<file path="src/rtl/core/mbc_pkg.sv">
// Package for the matrix basis change block: command codes, register indexes
// and the control word passed from the sequencer to the datapath. No dependencies.
package mbc_pkg;
   localparam logic [1:0] CMD_LOAD_M  = 2'd0;
   localparam logic [1:0] CMD_LOAD_V  = 2'd1;
   localparam logic [1:0] CMD_COMPUTE = 2'd2;

   localparam logic [1:0] REG_SIZE = 2'd0;
   localparam logic [1:0] REG_DIR  = 2'd1;

   typedef struct packed {
      logic       load_m;
      logic       load_v;
      logic       clr_acc;
      logic       mac_en;
      logic       phase;
      logic       wr_pp;
      logic       wr_res;
      logic [2:0] i;
      logic [2:0] j;
      logic [2:0] k;
   } ctl_type;
endpackage

</file>
<file path="src/rtl/core/mbc_ctrl.sv">
// Sequencer for the two matrix products and the result output.
// Depends on mbc_pkg.
module mbc_ctrl
   import mbc_pkg::*;
(
   input  logic       clock,
   input  logic       reset,
   input  logic       req_tvalid,
   output logic       req_tready,
   input  logic [1:0] req_cmd,
   input  logic [2:0] req_row,
   input  logic [2:0] req_col,
   input  logic [3:0] size_in_use,
   output ctl_type    ctl,
   output logic       out_valid,
   input  logic       out_ready,
   output logic [2:0] out_row,
   output logic [2:0] out_col,
   output logic       out_last
);
   localparam logic [2:0] S_IDLE = 3'd0;
   localparam logic [2:0] S_MAC  = 3'd1;
   localparam logic [2:0] S_WAIT = 3'd2;
   localparam logic [2:0] S_OUT  = 3'd3;

   logic [2:0] state_ff, state_in;
   logic       phase_ff, phase_in;
   logic [2:0] i_ff, i_in, j_ff, j_in, k_ff, k_in, w_ff, w_in;
   logic [2:0] nm1;
   logic       acc;

   always_comb begin
      if (size_in_use == 4'd0) nm1 = 3'd0;
      else if (size_in_use > 4'd8) nm1 = 3'd7;
      else nm1 = 3'(size_in_use - 4'd1);
   end

   assign req_tready = (state_ff == S_IDLE);
   assign acc = req_tvalid && req_tready;
   assign out_valid = (state_ff == S_OUT);
   assign out_row = i_ff;
   assign out_col = j_ff;
   assign out_last = (i_ff == nm1) && (j_ff == nm1);

   always_comb begin
      state_in = state_ff;
      phase_in = phase_ff;
      i_in = i_ff; j_in = j_ff; k_in = k_ff; w_in = w_ff;
      ctl = '0;
      ctl.phase = phase_ff;
      ctl.i = i_ff; ctl.j = j_ff; ctl.k = k_ff;
      unique case (state_ff)
         S_IDLE: begin
            if (acc) begin
               ctl.load_m = (req_cmd == CMD_LOAD_M);
               ctl.load_v = (req_cmd == CMD_LOAD_V);
               if (req_cmd == CMD_COMPUTE) begin
                  state_in = S_MAC;
                  phase_in = 1'b0;
                  i_in = 3'd0; j_in = 3'd0; k_in = 3'd0;
               end
            end
         end
         S_MAC: begin
            ctl.mac_en = 1'b1;
            ctl.clr_acc = (k_ff == 3'd0);
            if (k_ff == nm1) begin
               state_in = S_WAIT;
               w_in = 3'd0;
            end else begin
               k_in = k_ff + 3'd1;
            end
         end
         S_WAIT: begin
            w_in = w_ff + 3'd1;
            if (w_ff == 3'd2) begin
               if (!phase_ff) begin
                  ctl.wr_pp = 1'b1;
                  k_in = 3'd0;
                  state_in = S_MAC;
                  if (j_ff == nm1) begin
                     j_in = 3'd0;
                     if (i_ff == nm1) begin
                        i_in = 3'd0;
                        phase_in = 1'b1;
                     end else begin
                        i_in = i_ff + 3'd1;
                     end
                  end else begin
                     j_in = j_ff + 3'd1;
                  end
               end else begin
                  state_in = S_OUT;
               end
            end
         end
         S_OUT: begin
            if (out_ready) begin
               ctl.wr_res = 1'b1;
               k_in = 3'd0;
               if (j_ff == nm1) begin
                  j_in = 3'd0;
                  if (i_ff == nm1) begin
                     state_in = S_IDLE;
                  end else begin
                     i_in = i_ff + 3'd1;
                     state_in = S_MAC;
                  end
               end else begin
                  j_in = j_ff + 3'd1;
                  state_in = S_MAC;
               end
            end
         end
         default: state_in = S_IDLE;
      endcase
   end

   always_ff @(posedge clock) begin
      if (reset) begin
         state_ff <= S_IDLE;
         phase_ff <= 1'b0;
      end else begin
         state_ff <= state_in;
         phase_ff <= phase_in;
      end
      i_ff <= i_in; j_ff <= j_in; k_ff <= k_in; w_ff <= w_in;
   end
endmodule

</file>
<file path="config.mk">
export PLATFORM = sky130hd
export DESIGN_NAME = mbc_ctrl
export DESIGN_NICKNAME = d
export VERILOG_FILES = /design/src/rtl/core/mbc_pkg.sv /design/src/rtl/core/mbc_ctrl.sv
export SDC_FILE = /design/constraint.sdc
export NUM_CORES = 1
export LEC_CHECK = 0
export BUFFER_PORTS_ARGS = -buffer_cell sky130_fd_sc_hd__clkbuf_2
export CAP_MARGIN = 20
export CORE_UTILIZATION = 51
export CTS_CLUSTER_DIAMETER = 150
export DETAILED_ROUTE_END_ITERATION = 8
export GPL_ROUTABILITY_DRIVEN = 0
export PLACE_DENSITY = 0.91
export SLEW_MARGIN = 20
export SYNTH_ARGS = -nofsm -noshare
export SYNTH_HDL_FRONTEND = slang
export SYNTH_SLANG_ARGS = --single-unit
</file>
<file path="constraint.sdc">
create_clock -name clock -period 3 [get_ports clock]
set_input_delay 0.45 -clock clock [delete_from_list [all_inputs] [get_ports clock]]
set_output_delay 0.45 -clock clock [all_outputs]
set_load 0.05 [all_outputs]
</file>
==> results.md <==
- DRT Pass-1 Iters: 4
- CORE AREA: about 2500 um2
- Fin. max-slew vios: 0
- Initial antenna violation count: 0
- Drt via density: 5.59
- DIE AREA: approximately 2800 um2
- Setup Buffers After CTS: 0
- Critical Path Max Stage Delay: ~430 ps
- Top Family by Delay on Critical Path: compound AO/OA/AOI/OAI gates
- Yosys warns: 0
- Vias: between 1000 and 1500
- Global route overflow: 0
- CTS Sinks: 15
- Largest net degree at the start of global routing: 16
- Worst reg2reg setup slack: approximately 630 ps
- Mapped Avg Cell Area: 8.95 um2
- Count of filler cells inserted in the layout: between 200 and 250
- I/O pin total: 41
- Post-synth EDFFs: 12
- Number of global-route vias before repair: about 980
- Worst Skew: 1.74 ps
- Fin cells: slightly above 200
- Die Y: 52.8 um
- Netlist Area Pre-Place: about 1300 um2
- Netlist cell types: 45
- Fin crit period: about 2700 ps
- Total CTS buffers: 3
- Setup Total Neg Slack: 0 ps
- Ratio of cells with drive above 1 in the final layout: approximately a quarter
- Post_cts resized: 0
- Post-DRT Antenna Nets: 0
- Maximum fanout along the worst path: 11
- Most frequent cells after synthesis: nor2_1, inv_1, edfxtp_1
- Gr usage total: roughly a fifth
- Startpoint Class: primary input
- RSZ-0062 raised after global routing: false
- Sequential fraction of the synthesis area: 32.0%
- Most frequent cell after synthesis: nor2_1
- Period utilization: between 90% and 100%
- Asr flop ratio synth: 0%
- Status: finished clean
- Total Wirelength: between 2 and 3 mm
- Slew @ Worst Pin: 491 ps
- Fmax achieved: approximately 370 MHz
- Slew headroom: 67.3%
- Row Count: 18
- Crit path DAT: approximately 2300 ps
- CTS clk-pin slew, worst paths: approximately 90 ps
- Slowest stage cell, crit path: a2111oi_0
- Avg WL per Cell: between 10 and 15 um
- Clock root buffer: clkbuf_4
- Critical path class: in2out
- Worst-Skew Late Latency: ~290 ps
- Cell mode on critical path: clkbuf_2
- Critical path capture point type: output pin
- Post-synth top flop: edfxtp_1
- Max Root-Sink Buffers: 2
- Syn Inst Count: ~150
- Number of DRC markers in iteration 0: 28
- Dominant cells by area after synthesis: edfxtp_1, ha_1, nor2_1
- HPWL Detailed: 2.00 mm
- Leading area contributor after synthesis: edfxtp_1
- HP Class: in2reg
- Hold buffers post-CTS: 0
- Residual DRC: 0
- First-pass GRT wire length: a little over 4 mm
- Synth top area share: between 20% and 30%
- # Max-Cap Violations: 0
- Crit-path cells: clkbuf_2, inv_1, ha_1, buf_4, nor2b_1, a2111oi_0, o221ai_1, nand3_1, nor2_1, clkbuf_2
- Final-report hold violation count: 0
- H-tree Lvls: 1
- Worst path required time: about 2600 ps
- Final setup fails: 0
- Diodes inserted: 0
- Nets@finish: a little over 200
- Width of the die: between 50 and 60 um
- Area Overhead vs Synth: 12.3%
- Starting density of the core: 53.6%
- CTS tree: built
- CP bufs+invs: 4
- Port Buf Inserts: 34
- Cell count after placement: between 200 and 250
- FF+latch count, synth: 15
- Net Count, Synth: approximately 170
-- layout make-up --
| cell class | count | area, um2 | area share, % |
|---|---|---|---|
| sequential | 15 | 420 | 28.5 |
| timing repair buffer | 35 | 178 | 12.0 |
| clock buffer | 4 | 26.3 | 1.78 |
| tap | 30 | 37.5 | 2.54 |
| inverter | 13 | 48.8 | 3.31 |
| multi-input combinational | 109 | 766 | 51.9 |
-- layout by cell type (no fill, tap or decap), drive strengths merged, types with 2 or more instances in the layout --
| master | instances |
|---|---|
| clkbuf | 38 |
| nor2 | 18 |
| inv | 13 |
| edfxtp | 12 |
| ha | 11 |
| nand2 | 8 |
| a21oi | 8 |
| nor2b | 8 |
| nor3 | 5 |
| xnor2 | 5 |
| o21ai | 5 |
| and2 | 4 |
| and3b | 3 |
| dfxtp | 3 |
| a2111oi | 3 |
| nand3 | 2 |
| maj3 | 2 |
| nor4 | 2 |
| xor2 | 2 |
| nand2b | 2 |
| o211a | 2 |
| o31ai | 2 |
-- flip-flops by register name, summed over array words and instances (netlist names) --
name      flops
k_ff          3
out_col       3
out_row       3
phase_ff      1
state_ff      2
w_ff          3
-- per-stage QoR --
| step | hold slack (ps) | setup WS, ps | cell area, um2 | util, % |
|---|---|---|---|---|
| 4_1_cts | 352 | 294 | 1480 | 60.1 |
| 3_5_place_dp | 517 | 300 | 1450 | 59.1 |
| 6_report | 352 | 276 | 1480 | 60.1 |
| 5_1_grt | 352 | 98.7 | 1480 | 60.1 |
| 3_3_place_gp | 514 | 321 | 1450 | 59.1 |
| 2_1_floorplan | 486 | 240 | 1320 | - |
-- metal layers --
layer	wire length (um)	part of all wire (%)	track usage (%)
met3	142	5.5	1.74
met4	43	1.7	8.77
met1	1180	45	24.1
met5	0	0	0
met2	1230	47	36.1
-- worst register-to-register path, stage by stage, from the launching register on --
cell	delay, ps
dfxtp_1	390
inv_1	80
ha_1	270
a21boi_0	170
a221oi_1	430
nand2_1	140
nor2_1	330
o211a_1	270
-- worst paths after layout --
kind                                startpoint     endpoint  cells after the start
worst max register to register     state_ff[0]   out_row[1]                      7
worst min register to register        phase_ff     phase_ff                      1
worst max-delay path            size_in_use[0]     out_last                     10
worst min-delay path                     reset  state_ff[0]                      2
-- logic make-up (layout without fill, tap and decap cells) --
group	count (synthesis)	count (layout)	synth area share, %
simple gates	58	58	23.9
fa+ha+maj	13	13	12.0
flops	15	15	32.0
buf+inv	23	52	9.80
xor+xnor	7	7	4.66
compound gates	31	31	17.7
Power is left out: the tool's default activity adds up to more than one toggle a clock period on the data nets, which glitch-free logic cannot reach.
